**src/sv/quadratic_root_solver_assert.svh**
```systemverilog
// ----------------------------------------------------------------------------
// Assertion macros for the quadratic root solver
// Each macro expands to a labeled concurrent assertion, or to nothing when
// NO_ASSERTIONS is set.
// ----------------------------------------------------------------------------
`ifndef QUADRATIC_ROOT_SOLVER_ASSERT_SVH
`define QUADRATIC_ROOT_SOLVER_ASSERT_SVH

`ifndef NO_ASSERTIONS
`define QRS_ASSERT_IMPLY(lbl, ck, rs, ante, cons, msg) \
  lbl: assert property (@(posedge ck) disable iff (rs) (ante) |-> (cons)) else $error(msg);
`define QRS_ASSERT_NEXT(lbl, ck, rs, ante, cons, msg) \
  lbl: assert property (@(posedge ck) disable iff (rs) (ante) |=> (cons)) else $error(msg);
`else
`define QRS_ASSERT_IMPLY(lbl, ck, rs, ante, cons, msg)
`define QRS_ASSERT_NEXT(lbl, ck, rs, ante, cons, msg)
`endif

`endif

```
**src/sv/qrs_pkg.sv**
```systemverilog
// ----------------------------------------------------------------------------
// qrs_pkg
// Widths, status codes and pipeline transaction types of the root solver.
// ----------------------------------------------------------------------------
`default_nettype none

package qrs_pkg;

  localparam int WORD_BITS = 32;
  localparam int FRAC_BITS = 16;
  localparam int DEN_W     = WORD_BITS + 1;
  localparam int DISC_W    = 2 * WORD_BITS + 2;
  localparam int ROOT_W    = DISC_W / 2;
  localparam int SQ_REM_W  = ROOT_W + 3;
  localparam int NUM_W     = ROOT_W + 2;
  localparam int NMAG_W    = NUM_W - 1;
  localparam int DVD_W     = NMAG_W + FRAC_BITS;
  localparam int LANES     = 2;

  typedef enum logic [1:0] {
    STATUS_OK    = 2'd0,
    STATUS_AZERO = 2'd1,
    STATUS_SAT   = 2'd2
  } status_t;

  typedef struct packed {
    logic                        valid;
    logic                        azero;
    logic                        aneg;
    logic                        dneg;
    logic signed [WORD_BITS:0]   negb;
    logic [DEN_W-1:0]            den;
  } side_t;

  typedef struct packed {
    logic [DISC_W-1:0]   rad;
    logic [SQ_REM_W-1:0] rem;
    logic [ROOT_W-1:0]   root;
    side_t               side;
  } sqrt_t;

  typedef struct packed {
    logic [DVD_W-1:0] num;
    logic [DEN_W-1:0] rem;
    logic             neg;
  } lane_t;

  typedef struct packed {
    logic                    valid;
    logic                    azero;
    logic                    dneg;
    logic [DEN_W-1:0]        den;
    lane_t [LANES-1:0]       lane;
  } div_t;

endpackage

`default_nettype wire

```
**src/sv/qrs_sqrt_cell.sv**
```systemverilog
// ----------------------------------------------------------------------------
// qrs_sqrt_cell
// One digit of the integer square root: brings in two radicand bits and
// decides one root bit, then registers the partial result.
// ----------------------------------------------------------------------------
`default_nettype none

module qrs_sqrt_cell (
  input  wire logic           clk,
  input  wire logic           rst,
  input  wire logic           en,
  input  wire qrs_pkg::sqrt_t d,
  output qrs_pkg::sqrt_t      q
);

  logic [qrs_pkg::SQ_REM_W-1:0] t;
  logic [qrs_pkg::SQ_REM_W-1:0] trial;
  logic                         ge;
  qrs_pkg::sqrt_t               q_next;

  assign t     = {d.rem[qrs_pkg::SQ_REM_W-3:0], d.rad[qrs_pkg::DISC_W-1 -: 2]};
  assign trial = {{(qrs_pkg::SQ_REM_W-qrs_pkg::ROOT_W-2){1'b0}}, d.root, 2'b01};
  assign ge    = (t >= trial);

  always_comb begin
    q_next      = d;
    q_next.rad  = {d.rad[qrs_pkg::DISC_W-3:0], 2'b00};
    q_next.rem  = ge ? (t - trial) : t;
    q_next.root = {d.root[qrs_pkg::ROOT_W-2:0], ge};
  end

  always_ff @(posedge clk) begin
    if (rst) begin
      q.side.valid <= 1'b0;
    end else if (en) begin
      q <= q_next;
    end
  end

endmodule

`default_nettype wire

```
**config.mk**
```make
export PLATFORM = sky130hd
export DESIGN_NAME = qrs_sqrt_cell
export DESIGN_NICKNAME = d
export VERILOG_FILES = /design/src/sv/quadratic_root_solver_assert.svh /design/src/sv/qrs_pkg.sv /design/src/sv/qrs_sqrt_cell.sv
export SDC_FILE = /design/constraint.sdc
export NUM_CORES = 1
export LEC_CHECK = 0
export BUFFER_PORTS_ARGS = -buffer_cell sky130_fd_sc_hd__clkbuf_2
export CAP_MARGIN = 25
export CORE_AREA = 3 3 158 160
export CTS_BUF_LIST = sky130_fd_sc_hd__clkbuf_4 sky130_fd_sc_hd__clkbuf_8 sky130_fd_sc_hd__clkbuf_16
export DETAILED_ROUTE_END_ITERATION = 6
export DIE_AREA = 0 0 161 163
export GPL_TIMING_DRIVEN = 1
export PLACE_DENSITY = 0.76
export SYNTH_ARGS = -nofsm -noshare
export SYNTH_HDL_FRONTEND = slang
export SYNTH_SLANG_ARGS = --single-unit
```
**constraint.sdc**
```tcl
create_clock -name clk -period 22.3 [get_ports clk]
set_input_delay 4.46 -clock clk [delete_from_list [all_inputs] [get_ports clk]]
set_output_delay 4.46 -clock clk [all_outputs]
set_load 0.005 [all_outputs]
```
* After elaboration in Yosys (flattened, before gate mapping)
Index checks and enable logic that the tools add are counted.
** Cells by class
- Shift-type cells :: 0
- Equality and inequality tests :: 0
- Multiply operators :: 0
- Reduce and logical (&&, ||, !) cells :: 1
- Mux-type cells :: 1
- $add $sub $neg :: 1
- Divide/modulo/power cells :: 0
- Bitwise operators :: 1
- Magnitude comparators :: 1
** Operators by type and width (count)
- greater-or-equal comparator 36 x 35 -> 1 bit :: 1
- 2-to-1 mux 36 bit :: 1
- subtractor 36 x 35 -> 36 bit :: 1
- AND reduction 2 bit :: 1
- NOT 1 bit :: 1
** Storage, ports and cells
- Output and inout port bits :: 205
- Memory bits (writable) :: 0
- Input port bits :: 208
- Memory bits (read-only) :: 0
- Register bits after elaboration :: 203
- Memories kept :: 0
- Latch bits :: 0

* Longest topological paths before layout
Gate-level depths: netlist (run 1).
- Word-level depth :: 2
- Depth in mapped cells :: 13
- Gate-level depth less buffers :: 11

* Worst setup path after synthesis (run 1)
No wires, ideal clock.
- Path kind :: input to register
- Start point :: input rst
- End point :: register q[0] in the netlist's numbering, enable pin
- Slack :: 8.105 ns
- Stages :: 1
- Arrival :: 13.400 ns
- Path through :: nor2b_1
** On the way
- Word-level cells in the longest chain between the ends :: 2
** RTL lines
- start: declaration :: RTL line qrs_sqrt_cell.sv:10 : input wire logic rst,
- NOT 1 bit (no line)
- AND reduction 2 bit (no line)
- end signal: assignment :: RTL line qrs_sqrt_cell.sv:36 : q <= q_next;
- end: declaration :: RTL line qrs_sqrt_cell.sv:13 : output qrs_pkg::sqrt_t q
No other way between the ends.
A chain may end at the register's enable or synchronous reset.

==> reports/qor.yml, run 1 <==
core_area_um2: 23500
drt_first_pass_iters: 4
cts_tree: "done"
htree_levels: 1
clkSinkCount: 203
grt_pass1_vias: 6393
grt_use_total_pct: 19.9
cts_max_path_buffers: 3
critical_path.startpoint_type: "primary input"
drive_gt1_share_pct: 50.4
endpoint_kind: "register"
power.total_mw: 0.981
clk_pin_slew_worst_paths_ns: 0.06
cts_setup_buffers: 0
p_per_area_nw_per_um2: 82.7
busiest_layer: "met2"
status: "finished, final reports clean"
grt_overflow: 0
ys_async_sr_fraction_pct: 0
cts_root_buf: "clkbuf_16"
start_util_pct: 37.3
yosysWarnings: 0
max_flop_register: "q"
peakVddDrop_v: 0.0000743
insertion_delay_ns: 0.51
holdBufCountCts: 0
synthCells: 555
placed_area_um2: 11100
max_slew.worst_pin.slew_ns: 1.00
avgViaCountPerCell: 4.87
p_comb_share_pct: 15.5
synth_edf_count: 202
power.switching_mw: 0.243
die_h_um: 163
use_met1_pct: 23.0
drcViolationCount: 0
synth_area_um2: 8770
netlist-cell-type-count: 64
setup_viol: 0
worst_path_most_repeated_cell: "o211a_4"
fin_setup_tns_ns: 0
antennaDiodeCount: 0
wl_per_cell_um: 21.0
drt_wl_total_um: 27600
layout_common_cells: "clkbuf_2 (408), edfxtp_1 (202), inv_1 (47)"
fp.dieArea_um2: 26200
fmax_mhz: 140
preCtsSetupSlack_ns: 14.62
min_path_type: "reg2reg"
switching_share_pct: 24.8
slowest_stage: "mux2_2"
p_int_mw: 0.738
seqPwrFrac_pct: 47.2
hold_violations: 0
final_common_cell: "clkbuf_2"
setup_slack_ns: 15.16
synth_seq_area_share_pct: 69.4
nets: 1224
synth-seq-cells: 203
fin_util_pct: 50.4
p_leak_nw: 5.31
via_count: 6410
period_minus_slack_ns: 7.14
cp_data_arrival_time_ns: 7.40
path_cells: "clkbuf_2, inv_1, ha_1, o21a_2, o311ai_2, a32oi_2, a41oi_4, o211a_4, o31a_4, o211a_4, inv_8, mux2_2"
final_design_area_no_fill_um2: 11900
largest_register_ffs: 203
critPathRequiredTime_ns: 22.56
cts_buffers: 23
syn_area_per_cell_um2: 15.8
antenna_found_initial: 9
area_growth_pct: 35.3
maxCapViolations: 0
io_buffers: 408
maxSlewHeadroom_pct: 33.4
met3_usage_pct: 7.86
path_class: "in2reg"
skew_ns: 0
rsz0062_at_grt: "no"
drt_iter0_drc: 446
grt_max_degree: 82
min_delay_path_depth: 2
hpwl_um: 21800
largestRegisters: "q: 203 flops"
p_clk_share_pct: 37.3
ant_nets: 0
fp-row-count: 56
final_max_slew_viol_count: 0
period_share_pct: 32.0
reg2reg_depth: 2
die_width_um: 161
synth-main-ff-cell: "edfxtp_1"
nFillCells: 2045
place.gp.congestion: 0.850
met2_usage_pct: 33.8
grt_pass1_wl_um: 39400
post_cts_resized: 0
worstPathMaxFanout: 35
cp_slowest_stage_delay_ns: 0.39
io_pins: 413
-- critical path, delay by kind of cell --
kind	cells	cell delay, ns
adder cells (fa/ha/maj)	1	0.34
multiplexers	1	0.39
buffers and inverters	3	0.40
AO/OA/AOI/OAI	7	1.78
-- area by class of cell --
class                   count  area, um2  share of cell area, %
clock buffers              27        606                   5.10
clock inverters            15        130                   1.10
inverters                  48        188                   1.58
multi-input cells         294       2400                   20.2
flip-flops and latches    203       6090                   51.3
well taps                 319        399                   3.36
repair buffers            411       2060                   17.4
-- power groups by stage --
stage               sequential [mW]  clock (mW)  combinational (mW)
floorplan                     0.479           0              0.0805
global placement              0.470           0               0.150
detailed placement            0.471           0               0.153
CTS                           0.463       0.377               0.154
global route                  0.465       0.393               0.166
finish                        0.463       0.366               0.152
-- final timing paths --
kind | from | to | slack, ns
min | q[69]$_SDFFE_PP0P_ | q[69]$_SDFFE_PP0P_ | 0.53
max reg2reg | q[69]$_SDFFE_PP0P_ | q[69]$_SDFFE_PP0P_ | 21.69
min reg2reg | q[69]$_SDFFE_PP0P_ | q[69]$_SDFFE_PP0P_ | 0.53
max | d[72] | q[106]$_DFFE_PP_ | 15.16
-- kinds of logic after synthesis --
group	share of synthesized area (%)
flip-flops	69.4
AND/OR/NAND/NOR	5.34
XOR/XNOR	3.10
adder cells (fa/ha/maj)	4.99
multiplexers	5.55
buffers and inverters	3.41
AO/OA/AOI/OAI	8.18
other	0.0428
-- through the flow --
step                      hold slack [ns]  cells
after floorplan                     0.485    556
after global placement              0.485   1275
after detailed placement            0.509   1275
after CTS                           0.529   1317
after global routing                0.534   1317
final                               0.525   1317
-- cell usage after synthesis, types with 3 or more instances --
library cell	count	area share [%]
edfxtp_1	202	69
and3_2	3	0.26
buf_4	3	0.26
a21o_1	9	0.77
or2_2	3	0.21
o211ai_1	5	0.43
a21oi_1	30	1.7
nand2_1	27	1.2
nor2b_1	3	0.21
inv_1	47	2.0
xnor2_1	18	1.8
and2_1	3	0.21
nand3_1	8	0.46
mux2i_1	4	0.46
mux2_4	26	4.5
and3_1	4	0.29
o21a_1	6	0.51
nand4_1	7	0.50
ha_1	35	5.0
nor3_1	7	0.40
mux2_2	5	0.64
nor2_1	16	0.68
o21bai_1	4	0.34
buf_12	3	0.68
o21ai_0	18	1.0
xor2_1	13	1.3
-- per-layer routing --
layer	up-vias	part of all wire (%)	wire (um)
met5	-	0.45	125
met2	279	50	13700
li1	2960	-	-
met3	59	10	2780
met1	3094	37	10200
met4	18	3.2	871
(Power assumes the default switching activity.)
==> run 2: changes to the inputs <==
clock period = 7.3 ns   (was 22.3 ns; I/O delays follow)
==> run 2 against run 1 <==
  * Cell count grew 0.15%
  * Clock-buffer cell count fell by 1
  * Power rose to 3.0 times the previous value
  * Critical path depth unchanged
  * Critical path type unchanged
==> reports/qor.yml, run 2 (same netlist as run 1, synthesis figures left out) <==
status: "finished, final reports clean"
grt_max_degree: 81  # -1.2%
fin_setup_tns_ns: 0  # unchanged
p_clk_share_pct: 36.6  # -0.7 points
min_path_type: "reg2reg"
fmax_mhz: 242
insertion_delay_ns: 0.50  # about the same
cp_data_arrival_time_ns: 4.39  # -3.01 ns
nFillCells: 2063  # +0.88%
slowest_stage: "mux2_2"
critPathLaunch: "d[71]"
max_slew.worst_pin.slew_ns: 0.838  # -0.161 ns
largestRegisters: "q: 203 flops"
grt_use_total_pct: 19.5  # -0.38 points
cts_buffers: 23  # unchanged
cts_setup_buffers: 0  # unchanged
die_h_um: 163  # unchanged
critPathRequiredTime_ns: 7.55  # -15.01 ns
holdWs_ns: 0.494  # -0.0312 ns
rsz0062_at_grt: "no"
drt_first_pass_iters: 6  # +2
cp_slowest_stage_delay_ns: 0.39  # about the same
wl_per_cell_um: 20.9  # -0.37%
max_flop_register: "q"
peakVddDrop_v: 0.000157  # +110%
final_max_slew_viol_count: 0  # unchanged
path_cells: "clkbuf_2, inv_1, ha_1, o21a_2, o311ai_2, a32oi_2, a41oi_4, o211a_4, o31a_4, o211a_4, inv_8, mux2_2"
final_common_cell: "clkbuf_2"
io_pins: 413  # unchanged
drt_iter0_drc: 473  # +6.1%
clkSinkCount: 203  # unchanged
crit_buf_inv: 3  # unchanged
cts_root_buf: "clkbuf_16"
via_count: 6404  # -0.094%
htree_levels: 1  # unchanged
critical_path.startpoint_type: "primary input"
nets: 1225  # +0.082%
drt_wl_total_um: 27600  # -0.22%
area_growth_pct: 35.4  # about the same
cts_tree: "done"
drive_gt1_share_pct: 50.2  # -0.20 points
reg2reg_from: "q[69]$_SDFFE_PP0P_"
path_class: "in2reg"
grt_overflow: 0  # unchanged
worst_path_most_repeated_cell: "o211a_4"
grt_pass1_vias: 6423  # +0.47%
skew_ns: 0  # unchanged
avgViaCountPerCell: 4.86  # -0.25%
holdBufCountCts: 0  # unchanged
io_buffers: 408  # unchanged
period_share_pct: 56.7
setup_viol: 0  # unchanged
endpoint_kind: "register"
path_delay_family: "compound AO/OA/AOI/OAI gates"
antenna_found_initial: 8  # -1
period_minus_slack_ns: 4.14
seqPwrFrac_pct: 47.7  # +0.5 points
p_int_mw: 2.24  # +200%
hpwl_um: 21800  # +0.16%
post_cts_resized: 0  # unchanged
fp.dieArea_um2: 26200  # unchanged
die_width_um: 161  # unchanged
fp-row-count: 56  # unchanged
p_leak_nw: 5.32  # +0.17%
maxCapViolations: 0  # unchanged
cts_max_path_buffers: 3  # unchanged
clk_pin_slew_worst_paths_ns: 0.06  # about the same
layout_common_cells: "clkbuf_2 (408), edfxtp_1 (202), inv_1 (47)"
worstPathMaxFanout: 35  # unchanged
place.gp.congestion: 0.914  # +7.6%
ant_nets: 0  # unchanged
switching_share_pct: 24.4  # -0.38 points
drcViolationCount: 0  # unchanged
power.switching_mw: 0.724  # +200%
hold_violations: 0  # unchanged
grt_pass1_wl_um: 38700  # -1.8%
start_util_pct: 37.3  # unchanged
p_comb_share_pct: 15.8  # +0.3 points
maxSlewHeadroom_pct: 44.1  # +11 points
largest_register_ffs: 203  # unchanged
worstHoldStart: "q[69]$_SDFFE_PP0P_"
core_area_um2: 23500  # unchanged
p_per_area_nw_per_um2: 250  # +200%
## run 2: cell types whose count changed in the layout (fill, tap and decap cells not counted)
| cell | before | now |
|---|---|---|
| inv_6 | 3 | 2 |
| clkinv_2 | 1 | 5 |
| clkbuf_4 | 4 | 3 |
| clkinvlp_4 | 3 | 1 |
| clkinv_1 | 3 | 5 |
| diode_2 | 0 | 2 |
| buf_16 | 0 | 1 |
| clkinv_4 | 4 | 1 |
## run 2: path summary, 6_finish.rpt
path                                           end  slack (ns)  depth (start not counted)
worst max-delay path              q[109]$_DFFE_PP_        3.16                         12
worst min-delay path            q[69]$_SDFFE_PP0P_        0.49                          2
worst max register to register  q[69]$_SDFFE_PP0P_        6.73                          2
worst min register to register  q[69]$_SDFFE_PP0P_        0.49                          2
## run 2: area by class of cell
class                   count  area (um2)  share of cell area [%]
well taps                 319         399                    3.36
multi-input cells         294        2400                    20.2
diodes                      2        5.00                  0.0422
clock buffers              26         598                    5.04
repair buffers            412        2090                    17.6
flip-flops and latches    203        6090                    51.3
clock inverters            15         108                   0.906
inverters                  48         188                    1.58
## run 2: worst register-to-register path, cell delays in order, from the launching register on
cell     delay (ns)
dfxtp_1        0.31
mux2i_1        0.12
nor2_1         0.05
## run 2: power groups by stage
stage	sequential, mW	clock [mW]	combinational, mW
after floorplan	1.46	0	0.246
after global placement	1.43	0	0.457
after detailed placement	1.44	0	0.467
after CTS	1.41	1.11	0.470
after global routing	1.42	1.16	0.504
final	1.41	1.09	0.467
## run 2: routing by layer
layer | share of wire [%] | track usage [%] | vias up | wire length [um]
li1 | - | - | 2947 | -
met1 | 37 | 21.9 | 3089 | 10100
met3 | 10 | 7.78 | 69 | 2820
met4 | 3.6 | 7.08 | 14 | 1000
met5 | 0.36 | 0 | - | 99
met2 | 49 | 33.7 | 285 | 13600
## run 2: per-stage QoR
step           setup WS (ns)  instance area (um2)  instances  utilization [%]  total power [mW]
2_1_floorplan          0.142                 8780        556                -              1.70
3_3_place_gp            2.64                11100       1275             47.3              1.89
3_5_place_dp            2.63                11100       1275             47.3              1.91
4_1_cts                 3.14                11800       1316             50.3              3.00
5_1_grt                 3.06                11900       1317             50.4              3.08
6_report                3.16                11900       1319             50.4              2.97
==> run 3: changes to the inputs <==
PLACE_DENSITY = 0.78   (was 0.76)
clock period = 3.71 ns   (was 7.3 ns; I/O delays follow)
==> run 3 against run 2 <==
  * Worst setup slack got worse by 2.6 ns
  * Worst hold slack got worse by 0.11 ns
  * Final area rose by 3.5%
  * First-iteration DRC count did not move
  * Power rose by 110%
  * Largest cell class unchanged
  * Largest power group unchanged
==> reports/qor.yml, run 3 (same netlist as run 1, synthesis figures left out) <==
cts_buffers: 23  # unchanged
path_cells: "clkbuf_2, inv_1, ha_1, and4_1, and3_1, and2b_1, nand2_1, o211a_4, o31a_4, o211a_4, inv_8, buf_12, mux2_4"
largest_register_ffs: 203  # unchanged
nFillCells: 2042  # -1.0%
grt_max_degree: 56  # -31%
insertion_delay_ns: 0.52  # +0.02 ns
grt_pass1_wl_um: 40000  # +3.5%
grt_overflow: 0  # unchanged
maxSlewHeadroom_pct: 55.0  # +11 points
peakVddDrop_v: 0.000315  # +100%
drt_iter0_drc: 473  # unchanged
wl_per_cell_um: 20.7  # -0.81%
critPathRequiredTime_ns: 3.98  # -3.57 ns
hold_violations: 0  # unchanged
preCtsSetupSlack_ns: -0.00316  # -2.63 ns
p_leak_nw: 5.54  # +4.0%
io_buffers: 408  # unchanged
io_pins: 413  # unchanged
placed_area_um2: 11400  # +2.7%
cts_max_path_buffers: 3  # unchanged
clkSinkCount: 203  # unchanged
fmax_mhz: 316
maxCapViolations: 0  # unchanged
antennaDiodeCount: 0  # -2
fin_setup_tns_ns: 0  # unchanged
min_path_type: "in2reg"
endpoint_kind: "register"
via_count: 6469  # +1.0%
critPathLaunch: "d[92]"
period_share_pct: 85.2
hpwl_um: 22300  # +2.3%
largestRegisters: "q: 203 flops"
drt_first_pass_iters: 4  # -2
grt_use_total_pct: 20.1  # +0.63 points
drt_wl_total_um: 27900  # +1.3%
cts_tree: "done"
cp_data_arrival_time_ns: 3.44  # -0.95 ns
grt_pass1_vias: 6717  # +4.6%
fp.dieArea_um2: 26200  # unchanged
place.gp.congestion: 0.882  # -3.5%
crit_buf_inv: 4  # +1
reg2reg_depth: 2  # unchanged
fp-row-count: 56  # unchanged
final_design_area_no_fill_um2: 12300  # +3.5%
holdWs_ns: 0.386  # -0.108 ns
path_delay_family: "simple AND/OR/NAND/NOR gates"
layout_common_cells: "clkbuf_2 (408), edfxtp_1 (202), inv_1 (47)"
antenna_found_initial: 5  # -3
die_width_um: 161  # unchanged
holdBufCountCts: 0  # unchanged
fin_util_pct: 52.2  # +1.8 points
worstPathMaxFanout: 12  # -66%
p_per_area_nw_per_um2: 513  # +110%
reg2reg_to: "q[69]$_SDFFE_PP0P_"
rsz0062_at_grt: "no"
ant_nets: 0  # unchanged
slowest_stage: "ha_1"
cp.depth: 13  # +1
area_growth_pct: 40.2
setup_viol: 0  # unchanged
post_cts_resized: 0  # unchanged
avgViaCountPerCell: 4.80  # -1.1%
min_delay_path_depth: 1  # -1
final_common_cell: "clkbuf_2"
multi_input_area_um2: 2400  # unchanged
cts_root_buf: "clkbuf_16"
max_slew.worst_pin.slew_ns: 0.674  # -0.164 ns
setup_slack_ns: 0.547  # -2.61 ns
critical_path.startpoint_type: "primary input"
ff_latch_area_um2: 6090  # unchanged
endpoint: "q[128]$_DFFE_PP_"
nets: 1254  # +2.4%
skew_ns: 0  # unchanged
period_minus_slack_ns: 3.16
core_area_um2: 23500  # unchanged
start_util_pct: 37.3  # unchanged
drcViolationCount: 0  # unchanged
cp_slowest_stage_delay_ns: 0.41  # +0.02 ns
die_h_um: 163  # unchanged
worst_path_most_repeated_cell: "o211a_4"
drive_gt1_share_pct: 51.9  # +1.7 points
htree_levels: 1  # unchanged
max_flop_register: "q"
path_class: "in2reg"
reg2reg_from: "q[69]$_SDFFE_PP0P_"
final_max_slew_viol_count: 0  # unchanged
cts_setup_buffers: 0  # unchanged
clk_pin_slew_worst_paths_ns: 0.06  # about the same
status: "finished, final reports clean"
reg2reg_setup_slack_ns: 3.10  # -3.63 ns
[run 3: cell types whose count changed in the layout (fill, tap and decap cells not counted), sizes merged]
| cell | previous run | this run |
|---|---|---|
| clkbuf | 434 | 433 |
| clkinv | 11 | 4 |
| clkinvlp | 1 | 4 |
| diode | 2 | 0 |
| buf | 4 | 33 |
| bufinv | 1 | 6 |
| inv | 50 | 51 |
[run 3: power by group]
group / switching (mW) / total, mW / leakage, nW / internal [mW]
clock: 0.968 / 2.56 / 0.409 / 1.59
combinational: 0.486 / 0.974 / 3.22 / 0.488
sequential: 0.0479 / 2.78 / 1.90 / 2.73
total: 1.50 / 6.31 / 5.54 / 4.81
[run 3: area by class of cell]
type	count	share of cell area [%]
Clock buffer	25	4.80
Clock inverter	17	2.18
Inverter	48	1.53
Multi-Input combinational cell	294	19.5
Sequential cell	203	49.5
Tap cell	319	3.25
Timing Repair Buffer	441	19.2
[run 3: through the flow]
stage / instances / total power, mW
floorplan: 556 / 3.34
global placement: 1305 / 3.78
detailed placement: 1305 / 3.80
CTS: 1347 / 6.37
global route: 1347 / 6.55
finish: 1347 / 6.31
[run 3: routing by layer]
metal | wire length (um) | share of wire [%] | global-route usage (%) | up-vias
li1 | - | - | - | 3016
met1 | 10300 | 37 | 22.6 | 3096
met2 | 13900 | 50 | 35.3 | 276
met3 | 2430 | 8.7 | 7.04 | 71
met4 | 1260 | 4.5 | 7.74 | 10
met5 | 72 | 0.26 | 0 | -
[run 3: worst min path at each step]
stage	from	end	slack (ns)
after floorplan	q[69]$_SDFFE_PP0P_	q[69]$_SDFFE_PP0P_	0.48
after detailed placement	q[69]$_SDFFE_PP0P_	q[69]$_SDFFE_PP0P_	0.51
after CTS	d[168]	q[170]$_DFFE_PP_	0.37
after global placement	q[69]$_SDFFE_PP0P_	q[69]$_SDFFE_PP0P_	0.48
after global routing	d[194]	q[196]$_DFFE_PP_	0.36
final	d[44]	q[44]$_DFFE_PP_	0.39
[run 3: worst register-to-register path, stage by stage, from the launching register on]
cell and delay [ns]:
dfxtp_1 0.32, mux2i_1 0.13, nor2_1 0.06
