`config.mk`:
```
export PLATFORM = sky130hd
export DESIGN_NAME = qrs_div_cell
export DESIGN_NICKNAME = d
export VERILOG_FILES = /design/src/sv/quadratic_root_solver_assert.svh /design/src/sv/qrs_pkg.sv /design/src/sv/qrs_div_cell.sv
export SDC_FILE = /design/constraint.sdc
export NUM_CORES = 1
export LEC_CHECK = 0
export BUFFER_PORTS_ARGS = -buffer_cell sky130_fd_sc_hd__buf_4
export CORE_AREA = 3 3 159 161
export DETAILED_ROUTE_END_ITERATION = 10
export DIE_AREA = 0 0 162 164
export PLACE_DENSITY = 0.72
export SLEW_MARGIN = 10
export SYNTH_ARGS = -nofsm -noshare
export SYNTH_HDL_FRONTEND = slang
export SYNTH_SLANG_ARGS = --single-unit
```
`constraint.sdc`:
```
create_clock -name clk -period 33.2 [get_ports clk]
set_input_delay 3.32 -clock clk [delete_from_list [all_inputs] [get_ports clk]]
set_output_delay 3.32 -clock clk [all_outputs]
set_load 0.05 [all_outputs]
```
`src/sv/quadratic_root_solver_assert.svh`:
```
// ----------------------------------------------------------------------------
// Assertion macros for the quadratic root solver
// Each macro expands to a labeled concurrent assertion, or to nothing when
// NO_ASSERTIONS is set.
// ----------------------------------------------------------------------------
`ifndef QUADRATIC_ROOT_SOLVER_ASSERT_SVH
`define QUADRATIC_ROOT_SOLVER_ASSERT_SVH

`ifndef NO_ASSERTIONS
`define QRS_ASSERT_IMPLY(lbl, ck, rs, ante, cons, msg) \
  lbl: assert property (@(posedge ck) disable iff (rs) (ante) |-> (cons)) else $error(msg);
`define QRS_ASSERT_NEXT(lbl, ck, rs, ante, cons, msg) \
  lbl: assert property (@(posedge ck) disable iff (rs) (ante) |=> (cons)) else $error(msg);
`else
`define QRS_ASSERT_IMPLY(lbl, ck, rs, ante, cons, msg)
`define QRS_ASSERT_NEXT(lbl, ck, rs, ante, cons, msg)
`endif

`endif

```
`src/sv/qrs_pkg.sv`:
```
// ----------------------------------------------------------------------------
// qrs_pkg
// Widths, status codes and pipeline transaction types of the root solver.
// ----------------------------------------------------------------------------
`default_nettype none

package qrs_pkg;

  localparam int WORD_BITS = 32;
  localparam int FRAC_BITS = 16;
  localparam int DEN_W     = WORD_BITS + 1;
  localparam int DISC_W    = 2 * WORD_BITS + 2;
  localparam int ROOT_W    = DISC_W / 2;
  localparam int SQ_REM_W  = ROOT_W + 3;
  localparam int NUM_W     = ROOT_W + 2;
  localparam int NMAG_W    = NUM_W - 1;
  localparam int DVD_W     = NMAG_W + FRAC_BITS;
  localparam int LANES     = 2;

  typedef enum logic [1:0] {
    STATUS_OK    = 2'd0,
    STATUS_AZERO = 2'd1,
    STATUS_SAT   = 2'd2
  } status_t;

  typedef struct packed {
    logic                        valid;
    logic                        azero;
    logic                        aneg;
    logic                        dneg;
    logic signed [WORD_BITS:0]   negb;
    logic [DEN_W-1:0]            den;
  } side_t;

  typedef struct packed {
    logic [DISC_W-1:0]   rad;
    logic [SQ_REM_W-1:0] rem;
    logic [ROOT_W-1:0]   root;
    side_t               side;
  } sqrt_t;

  typedef struct packed {
    logic [DVD_W-1:0] num;
    logic [DEN_W-1:0] rem;
    logic             neg;
  } lane_t;

  typedef struct packed {
    logic                    valid;
    logic                    azero;
    logic                    dneg;
    logic [DEN_W-1:0]        den;
    lane_t [LANES-1:0]       lane;
  } div_t;

endpackage

`default_nettype wire

```
`src/sv/qrs_div_cell.sv`:
```
// ----------------------------------------------------------------------------
// qrs_div_cell
// One restoring division step for both quotient lanes: shift in one dividend
// bit, subtract the divisor where it fits, register the quotient bit.
// ----------------------------------------------------------------------------
`default_nettype none

module qrs_div_cell (
  input  wire logic          clk,
  input  wire logic          rst,
  input  wire logic          en,
  input  wire qrs_pkg::div_t d,
  output qrs_pkg::div_t      q
);

  logic [qrs_pkg::DEN_W:0] t;
  logic [qrs_pkg::DEN_W:0] diff;
  logic                    ge;
  qrs_pkg::div_t           q_next;

  always_comb begin
    q_next = d;
    t      = '0;
    diff   = '0;
    ge     = 1'b0;
    for (int l = 0; l < qrs_pkg::LANES; l++) begin
      t    = {d.lane[l].rem, d.lane[l].num[qrs_pkg::DVD_W-1]};
      diff = t - {1'b0, d.den};
      ge   = (t >= {1'b0, d.den});
      q_next.lane[l].rem = ge ? diff[qrs_pkg::DEN_W-1:0] : t[qrs_pkg::DEN_W-1:0];
      q_next.lane[l].num = {d.lane[l].num[qrs_pkg::DVD_W-2:0], ge};
    end
  end

  always_ff @(posedge clk) begin
    if (rst) begin
      q.valid <= 1'b0;
    end else if (en) begin
      q <= q_next;
    end
  end

endmodule

`default_nettype wire

```
Word-level counts from Yosys, hierarchy flattened
Index checks and enable logic that the tools add are counted.
- register bits after elaboration: 204
- input port bits: 207
- output and inout port bits: 204
- logic and storage cells: 18
- add/sub/neg operators: 2
- order comparisons: 2
- mux-type cells: 2
- bitwise gates (word level): 1
- reduce and logical (&&, ||, !) cells: 1
- operators by type and width (kind ; number):
    $ge 34x33->1 ; 2
    $mux 33 ; 2
    $sub 33x33->33 ; 2
    $reduce_and 2->1 ; 1
    $not 1->1 ; 1

Longest topological paths before layout
Gate-level depths: netlist (run 1).
- word-level depth: 2
- depth in mapped cells: 15
- depth with buffers taken out: 13

Worst setup path before layout (run 1)
OpenSTA, ideal clock, no wires.
- kind: input to register
- start: in rst
- end: reg q[0] (netlist name), enable pin
- library setup time: 0.797 ns
- arrival: 12.305 ns
- data required time: 32.403 ns
- setup slack: 20.098 ns
- stages: 1
- path buffers: 0
- path through: nor2b_1
- word-level cells in the longest chain between the ends: 2
- ends and longest elaborated chain (what ; RTL line ; text):
    from (decl) ; qrs_div_cell.sv:10 ; input wire logic rst,
    $not 1->1 (no line) ; -- ;
    $reduce_and 2->1 (no line) ; -- ;
    to (signal assigned) ; qrs_div_cell.sv:39 ; q <= q_next;
    to (decl) ; qrs_div_cell.sv:13 ; output qrs_pkg::div_t q
No other way between the ends.
A chain may end at the register's enable or synchronous reset.

==> run_results.csv, run 1 <==
group,metric,value,unit
routing,viasPerCell,5.40,
setup_path,cp-end-kind,"flop",
logic_synthesis,synth_top_area_share,56.4,%
clocking,cts_made_buffers,23,
clocking,htreeDepth,1,
grt,antenna_found_initial,2,
sta,period_minus_slack,6.82,ns
sta,period_share,20.5,%
die,coreArea,0.0241,mm^2
routing,drc,0,
status,status,"finished clean",
setup_path,cp_max_fo,27,
finish,final_common_cell,"buf_4",
worst_hold_path,hold_path.startpoint,"q[203]",
logic_synthesis,synthTopCellsByArea,"edfxtp_1 56%, ha_1 7.6%, mux2_2 3.0%, a21o_1 2.9%, xnor2_1 2.8%",
routing,routed_wl,34.7,mm
clocking,cts_tree,"yes",
logic_synthesis,yosysTopAreaCell,"edfxtp_1",
sta,fin_tns_setup,0,ns
clocking,clkSinkCount,204,
clocking,cts.clk_slew.worst_paths,0.06,ns
worst_hold_path,min_path_type,"reg -> reg",
finish,instances_no_fill,1597,
clocking,cts_resized,0,
finish,nets,1536,
clocking,cts_setup_buffers,0,
place,numPortBuffers,410,
finish,drive_above_1_share,40.4,%
sta,finClkSkew,0,ns
logic_synthesis,synth-async-reset-ratio,0,%
setup_path,path_class,"in -> reg",
setup_path,crit_slowest_cell,"a2111o_1",
finish,reg.largest.list,"q (204)",
die,die_area,0.0266,mm^2
place,placed_cells,1560,
place,dp_hpwl,27.5,mm
logic_synthesis,synth_area_per_cell,12.8,um^2
logic_synthesis,ys_types,67,
setup_path,cpPeakStageDelay,0.54,ns
finish,n_antenna_cell,0,
logic_synthesis,syn-num-nets,1121,
grt,grt.overflow.total,0,
routing,drtIter0Drc,679,
routing,drtPass1Iterations,6,
setup_path,arrival,7.08,ns
finish,synthToLayoutAreaGrowth,37.4,%
setup_path,startpoint_type,"primary input",
sta,setup_viol,0,
finish,max_flop_register,"q",
die,row_count,57,
setup_path,path_cells,"buf_4 -> inv_1 -> ha_1 -> inv_1 -> fa_1 -> a21o_1 -> a221oi_2 -> o221ai_2 -> a2111o_1 -> a211oi_4 -> o31a_4 -> o21a_1 -> inv_8 -> mux2_4",
setup_path,required,33.46,ns
logic_synthesis,netlist_instances,846,
die,start_util,44.9,%
finish,fill_cells,1986,
routing,wl_per_cell,21.7,um
grt,grt_pass1_vias,8533,
logic_synthesis,yosysSeqAreaShare,56.6,%
power,power_density,52.5,mW/mm^2
finish,final_cell_mix,"415 x buf_4, 203 x edfxtp_1, 66 x ha_1",
sta,rsz0062_at_grt,"no",
run,drv_cap,0,
logic_synthesis,ys_seq_elements,204,
finish,final_cell_area,0.0149,mm^2
sta,worstMarginPinSlew,1.03,ns
sta,finalWorstSetupSlack,26.38,ns
setup_path,path_delay_family,"compound AO/OA/AOI/OAI gates",
setup_path,crit_buf_inv,4,
setup_path,cpMostUsedCell,"inv_1",
place,place_area,0.0142,mm^2
routing,vias,8626,
setup_path,cp-startpoint,"d[167]",
grt,grt_max_degree,79,
clocking,clockBufferDepth,3,
place,gp_congestion,0.908,
power,max-vdd-ir-drop,34.1,uV
power,p_leak,6.53,nW
die,io_pins,411,
sta,max-slew-margin-rel,31.0,%
sta,slew_viol_final,0,
place,pre_cts_slack,25.94,ns
clocking,cts_root_buffer,"clkbuf_16",
logic_synthesis,synth_flop_cell,"edfxtp_1",
logic_synthesis,synth_edf_count,203,
setup_path,timing.rr.start,"q[203]",
logic_synthesis,ys_warn_count,0,
die,die_w,162,um
sta,hold_violations,0,
sta,timing.fmax,147,MHz
finish,largest_reg_flops,204,
die,fp.dieH,164,um
clocking,holdBufCountCts,0,
clocking,insertion_delay,0.53,ns
routing,ant_nets,0,
logic_synthesis,syn_area,0.0108,mm^2
grt,grt.total_usage,24.6,%
grt,grt_first_pass_wirelength,50.1,mm
==> synth_stat cells (3+ instances only) <==
cell,n
xor2_1,13
ha_1,66
a211o_1,3
inv_1,57
o21bai_1,5
a211oi_1,6
a21oi_1,51
nand4_1,16
nor2b_1,6
a31o_2,7
clkbuf_1,21
a21boi_0,3
nand3_1,13
a21o_1,42
a311oi_1,3
nor2_1,48
or2_2,7
a41o_1,3
nor3_1,16
or3_1,5
o21a_1,14
o21ai_0,28
a221oi_1,3
nand2_1,34
xnor2_1,34
mux2_4,19
mux2_2,29
mux2i_1,5
a31oi_1,5
edfxtp_1,203
o31ai_1,10
and3_1,11
o211ai_1,10
==> report_power, final <==
| group | internal (mW) | leakage (nW) | total, mW | switching, mW |
|---|---|---|---|---|
| sequential | 0.310 | 1.91 | 0.317 | 0.00632 |
| clock | 0.127 | 0.313 | 0.227 | 0.100 |
| combinational | 0.0880 | 4.31 | 0.236 | 0.147 |
==> worst paths after layout <==
check	depth (start not counted)	slack [ns]	endpoint
worst max-delay path	14	26.38	q[106]
worst min-delay path	2	0.63	q[203]
worst max register to register	2	32.50	q[203]
worst min register to register	2	0.63	q[203]
==> metal layers <==
layer	part of all wire, %	track usage (%)	vias up	routed length [um]
met5	0.086	0	-	30
met4	3.7	8.41	4	1300
met3	8.3	6.68	66	2870
met2	50	43.0	369	17400
met1	38	29.4	4130	13100
li1	-	-	4057	-
==> final cells by class <==
cell class / count / area, um^2 / share of cell area [%]
Clock buffer: 30 / 602 / 4.05
Clock inverter: 7 / 43.8 / 0.295
Inverter: 58 / 225 / 1.52
Multi-Input combinational cell: 559 / 4340 / 29.2
Sequential cell: 204 / 6120 / 41.2
Tap cell: 324 / 405 / 2.73
Timing Repair Buffer: 415 / 3120 / 21.0
==> per-stage QoR <==
step | utilization, % | hold slack, ns | power (mW)
6_report | 61.6 | 0.634 | 0.780
5_1_grt | 61.6 | 0.665 | 0.810
4_1_cts | 61.6 | 0.636 | 0.785
3_5_place_dp | 58.9 | 0.549 | 0.556
3_3_place_gp | 58.9 | 0.541 | 0.553
2_1_floorplan | - | 0.733 | 0.482
==> cell families (layout without fill, tap and decap cells) <==
family                   count (synthesis)  count (layout)  share of synthesized area, %
AND/OR/NAND/NOR                        176             176                          8.24
buffers and inverters                   83             510                          3.33
XOR/XNOR                                47              47                          3.81
multiplexers                            53              53                          6.12
flip-flops                             204             204                          56.6
adder cells (fa/ha/maj)                 68              68                          8.01
AO/OA/AOI/OAI                          215             215                          13.9
==> worst register-to-register path, stage by stage, from the launching register on <==
cell and delay, ns:
dfxtp_1 0.33, mux2i_1 0.18, nor2_1 0.07
(Power assumes the default switching activity.)
==> run 2: changes to the inputs <==
CORE_AREA = default   (was 3 3 159 161)
CORE_MARGIN = 3   (was default)
CORE_UTILIZATION = 45   (was default)
DIE_AREA = default   (was 0 0 162 164)
PLACE_DENSITY = 0.75   (was 0.72)
clock period = 6.2 ns   (was 33.2 ns; I/O delays follow)
==> run 2 against run 1 <==
Compared with the run above: routed wire length up 1.7%; first-iteration DRC count is 5.2% lower; flip-flop and latch count stayed put; power rose to 5.6 times the previous value; sequential share of layout area shrank 0.37 points; clock skew unchanged; worst setup slack worse by 24 ns; global-route usage is 1.2 points higher; critical endpoint is now q[99].
==> run_results.csv, run 2 (synthesized netlist as in run 1, its figures left out) <==
group,metric,value,unit
routing,ant_nets,0,
routing,drtPass1Iterations,5,
grt,grt_pass1_vias,8648,
setup_path,path_cells,"buf_4 -> inv_1 -> ha_1 -> inv_1 -> fa_1 -> a21o_1 -> a221oi_2 -> o221ai_2 -> a2111o_1 -> a211oi_4 -> o31a_4 -> o21a_1 -> inv_8 -> mux2_4",
routing,wl_per_cell,22.1,um
power,total_power,4.37,mW
sta,rsz0062_at_grt,"no",
setup_path,cp_max_fo,27,
routing,drtIter0Drc,644,
die,die_area,0.0259,mm^2
sta,setup_viol,0,
setup_path,startpoint_type,"primary input",
sta,finClkSkew,0,ns
sta,period_minus_slack,4.05,ns
place,dp_hpwl,27.3,mm
clocking,cts_root_buffer,"clkbuf_16",
die,start_util,45.9,%
status,status,"finished clean",
clocking,insertion_delay,0.51,ns
power,power_density,291,mW/mm^2
grt,grt.overflow.total,0,
finish,multiInputGateArea,0.00434,mm^2
grt,antenna_found_initial,1,
setup_path,path_class,"in -> reg",
clocking,clockBufferDepth,3,
finish,fill_cells,1922,
sta,max-slew-margin-rel,29.7,%
grt,grt_max_degree,105,
sta,hold_violations,0,
setup_path,required,6.46,ns
setup_path,crit_slowest_cell,"a2111o_1",
die,fp.dieH,161,um
clocking,clkSinkCount,204,
routing,routed_wl,35.3,mm
setup_path,arrival,4.32,ns
run,drv_cap,0,
power,max-vdd-ir-drop,205,uV
sta,timing.fmax,247,MHz
sta,fin_tns_setup,0,ns
routing,viasPerCell,5.51,
die,io_pins,411,
worst_hold_path,min_path_type,"in -> reg",
place,numPortBuffers,410,
clocking,cts.clk_slew.worst_paths,0.06,ns
die,coreArea,0.0235,mm^2
routing,drc,0,
finish,drive_above_1_share,40.9,%
worst_hold_path,worstHoldPathCells,1,
clocking,htreeDepth,1,
finish,largest_reg_flops,204,
grt,grt.total_usage,25.8,%
die,die_w,161,um
clocking,cts_setup_buffers,0,
sta,slew_viol_final,0,
grt,grt_first_pass_wirelength,51.8,mm
finish,max_flop_register,"q",
sta,period_share,65.3,%
setup_path,cpPeakStageDelay,0.53,ns
clocking,cts_made_buffers,24,
finish,synthToLayoutAreaGrowth,38.6,%
setup_path,cpMostUsedCell,"inv_1",
clocking,cts_tree,"yes",
setup_path,worstRegToRegCells,2,
place,gp_congestion,0.944,
setup_path,cp-end-kind,"flop",
clocking,holdBufCountCts,0,
power,p_leak,6.59,nW
routing,vias,8799,
finish,reg.largest.list,"q (204)",
finish,final_common_cell,"buf_4",
finish,seq_area,0.00612,mm^2
die,row_count,56,
clocking,cts_resized,0,
finish,final_cell_mix,"413 x buf_4, 203 x edfxtp_1, 66 x ha_1",
sta,worstMarginPinSlew,1.05,ns
finish,nets,1536,
==> run 2: cell count changes in the layout (fill, tap and decap cells not counted), moves of 2 or more <==
cell | before | now
bufinv_16 | 0 | 3
buf_4 | 415 | 413
clkbuf_1 | 7 | 4
clkinvlp_4 | 0 | 3
clkinv_2 | 1 | 4
==> run 2: final timing paths <==
path / start / end / slack, ns
max: d[167] / q[99] / 2.15
min: d[146] / q[147] / 0.27
max reg2reg: q[203] / q[203] / 5.62
min reg2reg: q[203] / q[203] / 0.50
==> run 2: layout make-up <==
cell class,count,share of cell area [%]
Inverter,58,1.50
Tap cell,319,2.66
Timing Repair Buffer,414,20.8
Sequential cell,204,40.8
Multi-Input combinational cell,559,29.0
Clock inverter,15,1.09
Clock buffer,28,4.11
Antenna cell,1,0.0167
==> run 2: metal layers <==
metal  track usage [%]  part of all wire (%)
met4              8.76                   3.7
met5                 0                     0
met3              7.36                   8.9
met2              46.4                    51
met1              29.6                    37
==> run 2: through the flow <==
step / instance area (um^2) / hold slack (ns) / cells / worst slack [ns] / util [%]
finish: 15000 / 0.273 / 1598 / 2.15 / 63.7
global route: 15000 / 0.246 / 1598 / 1.88 / 63.7
CTS: 15000 / 0.253 / 1597 / 2.14 / 63.6
detailed placement: 14200 / 0.492 / 1554 / 1.62 / 60.3
global placement: 14200 / 0.479 / 1554 / 1.75 / 60.3
floorplan: 10800 / 0.692 / 846 / 2.11 / -
==> run 2: worst max-delay path, delay by kind of cell <==
kind / cells / cell delay, ns
buf+inv: 4 / 0.45
mux: 1 / 0.34
compound gates: 7 / 2.30
fa+ha+maj: 2 / 0.58
==> run 2: where the power goes <==
group	internal [mW]	switching [mW]	leakage [nW]
logic	0.472	0.791	4.31
clock network	0.836	0.571	0.372
registers	1.66	0.0356	1.91
==> run 3: changes to the inputs <==
ABC_AREA = 1   (was default)
CORE_UTILIZATION = 47   (was 45)
PLACE_DENSITY = 0.76   (was 0.75)
clock period = 3.7 ns   (was 6.2 ns; I/O delays follow)
==> run 3 against run 2 <==
Compared with the run above: synthesized cell count increased by 82%; power rose by 66%; first-iteration DRC count grew 35%; clock power up 53%; critical path depth did not move; critical endpoint is now q[102]; largest power group unchanged.
==> run_results.csv, run 3 <==
group,metric,value,unit
sta,period_minus_slack,3.15,ns
finish,largest_reg_flops,204,
power,p_leak,8.60,nW
grt,antenna_found_initial,1,
grt,grt_pass1_vias,11500,
sta,finClkSkew,0,ns
finish,final_common_cell,"nand2_1",
routing,viasPerCell,5.08,
setup_path,required,3.99,ns
clocking,clkSinkCount,204,
finish,final_cell_mix,"580 x nand2_1, 412 x buf_4, 277 x inv_1",
finish,reg.largest.list,"q (204)",
logic_synthesis,synth_flop_cell,"edfxtp_1",
setup_path,startpoint_type,"primary input",
finish,utilization,64.1,%
grt,grt_first_pass_wirelength,63.8,mm
setup_path,cp-end-kind,"flop",
logic_synthesis,synth-async-reset-ratio,0,%
routing,routed_wl,43.8,mm
setup_path,crit_buf_inv,4,
worst_hold_path,min_path_type,"in -> reg",
logic_synthesis,yosysTopAreaCell,"edfxtp_1",
finish,nets,2236,
sta,worstMarginPinSlew,0.953,ns
power,power_density,432,mW/mm^2
clocking,cts_made_buffers,24,
logic_synthesis,ys_warn_count,0,
logic_synthesis,syn-num-nets,1811,
die,row_count,59,
setup_path,arrival,3.44,ns
clocking,insertion_delay,0.52,ns
routing,ant_nets,0,
finish,fill_cells,2258,
clocking,clockBufferDepth,3,
finish,instances_no_fill,2314,
logic_synthesis,netlist_instances,1536,
place,place_area,0.0161,mm^2
sta,max-slew-margin-rel,36.3,%
logic_synthesis,synth_edf_count,203,
place,dp_hpwl,35.7,mm
place,gp_congestion,1.02,
logic_synthesis,ys_types,33,
logic_synthesis,syn_area,0.0126,mm^2
setup_path,crit_slowest_cell,"nor2_4",
sta,setup_viol,0,
sta,period_share,85.0,%
clocking,cts_root_buffer,"clkbuf_16",
clocking,cts.clk_slew.worst_paths,0.06,ns
clocking,htreeDepth,1,
sta,rsz0062_at_grt,"no",
logic_synthesis,yosysMostFrequentCell,"nand2_1",
die,fp.dieH,170,um
sta,hold_violations,0,
setup_path,path_class,"in -> reg",
die,die_w,170,um
die,io_pins,411,
status,status,"finished clean",
routing,wl_per_cell,18.9,um
logic_synthesis,synth_top_area_share,48.3,%
run,drv_cap,0,
routing,drtPass1Iterations,5,
grt,grt.total_usage,28.9,%
finish,final_cell_area,0.0168,mm^2
logic_synthesis,synthTopCellsByArea,"edfxtp_1 48%, nand2_1 17%, inv_1 8.3%, ha_1 6.5%, nand3_1 4.4%",
setup_path,path_delay_family,"simple AND/OR/NAND/NOR gates",
sta,fin_tns_setup,0,ns
setup_path,cp_max_fo,35,
finish,drive_above_1_share,26.4,%
die,die_area,0.0288,mm^2
logic_synthesis,synth_area_per_cell,8.21,um^2
place,placed_cells,2268,
finish,n_antenna_cell,0,
grt,grt.overflow.total,0,
routing,drtIter0Drc,871,
place,numPortBuffers,410,
logic_synthesis,ys_seq_elements,204,
die,coreArea,0.0262,mm^2
clocking,cts_setup_buffers,0,
die,start_util,48.1,%
power,max-vdd-ir-drop,357,uV
sta,timing.fmax,318,MHz
finish,synthToLayoutAreaGrowth,33.1,%
routing,vias,11700,
clocking,cts_tree,"yes",
logic_synthesis,yosys-top-cells-count,"580 x nand2_1, 278 x inv_1, 203 x edfxtp_1",
finish,max_flop_register,"q",
sta,whs,0.0165,ns
routing,drc,0,
sta,slew_viol_final,0,
grt,grt_max_degree,73,
logic_synthesis,yosysSeqAreaShare,48.5,%
setup_path,path_cells,"dlygate4sd3_1 -> buf_4 -> inv_1 -> ha_1 -> nand2_2 -> nor2_2 -> inv_1 -> nor3_2 -> nand2_1 -> nand2_2 -> nor2_4 -> nand2_8 -> nand3_1 -> nand2_1",
setup_path,cpPeakStageDelay,0.72,ns
run 3: cell types whose count changed after synthesis, moves of 20 or more:
cell      before  now
nand2_1       34  580
inv_1         57  278
nand3_1       13  110
a21o_1        42    4
xnor2_1       34    2
mux2_2        29    0
nor2_1        48   77
nand3_2        0   26
o21ai_0       28    2
clkbuf_1      21    0
nand3b_1       1   21
run 3: through the flow:
step                setup slack (ns)  power, mW
global placement               0.621       5.12
finish                         0.554       7.26
global route                   0.380       7.57
detailed placement             0.530       5.14
CTS                            0.571       7.30
floorplan                     -0.101       4.38
run 3: cell type report:
type / instances / area, um^2 / area share, %
Clock inverter: 16 / 93.8 / 0.559
Multi-Input combinational cell: 1029 / 5290 / 31.5
Timing Repair Buffer: 417 / 3170 / 18.9
Inverter: 285 / 1080 / 6.45
Tap cell: 335 / 419 / 2.50
Clock buffer: 28 / 616 / 3.67
Sequential cell: 204 / 6120 / 36.4
run 3: worst reg2reg max path: stages, from the launching register on:
cell and delay [ns]:
dfxtp_1 0.33, nand2_1 0.05, a21oi_1 0.11
run 3: worst paths after layout:
check / startpoint / end / slack (ns) / cells past startpoint
setup / recovery: d[185] / q[102] / 0.55 / 14
hold / removal: d[170] / q[170] / 0.02 / 1
setup reg to reg: q[203] / q[203] / 3.14 / 2
hold reg to reg: q[203] / q[203] / 0.46 / 2
run 3: cells by family after synthesis:
group / count (synthesis) / synth area share (%)
flip-flops: 204 / 48.5
AO/OA/AOI/OAI: 49 / 2.04
buffers and inverters: 303 / 9.66
XOR/XNOR: 28 / 1.94
adder cells (fa/ha/maj): 68 / 6.86
AND/OR/NAND/NOR: 884 / 31.0
run 3: where the power goes:
| group | internal (mW) | switching, mW | leakage, nW |
|---|---|---|---|
| clock network | 1.19 | 0.961 | 0.345 |
| registers | 2.78 | 0.0553 | 1.91 |
| logic | 0.717 | 1.55 | 6.34 |
| total | 4.69 | 2.57 | 8.60 |
run 3: repair_timing:
item                                   in CTS  in global routing
hold buffers                                2                  0
gates resized for setup                     0                  0
endpoints found under the hold margin       2                  0
run 3: routing by layer:
layer / share of wire (%) / vias up / routed length, um / GRT usage [%]
met5: 0.037 / - / 16 / 0
met4: 4.4 / 2 / 1930 / 10.8
met3: 7.7 / 103 / 3390 / 5.25
met2: 50 / 455 / 21900 / 52.7
met1: 38 / 5465 / 16500 / 33.9
li1: - / 5722 / - / -
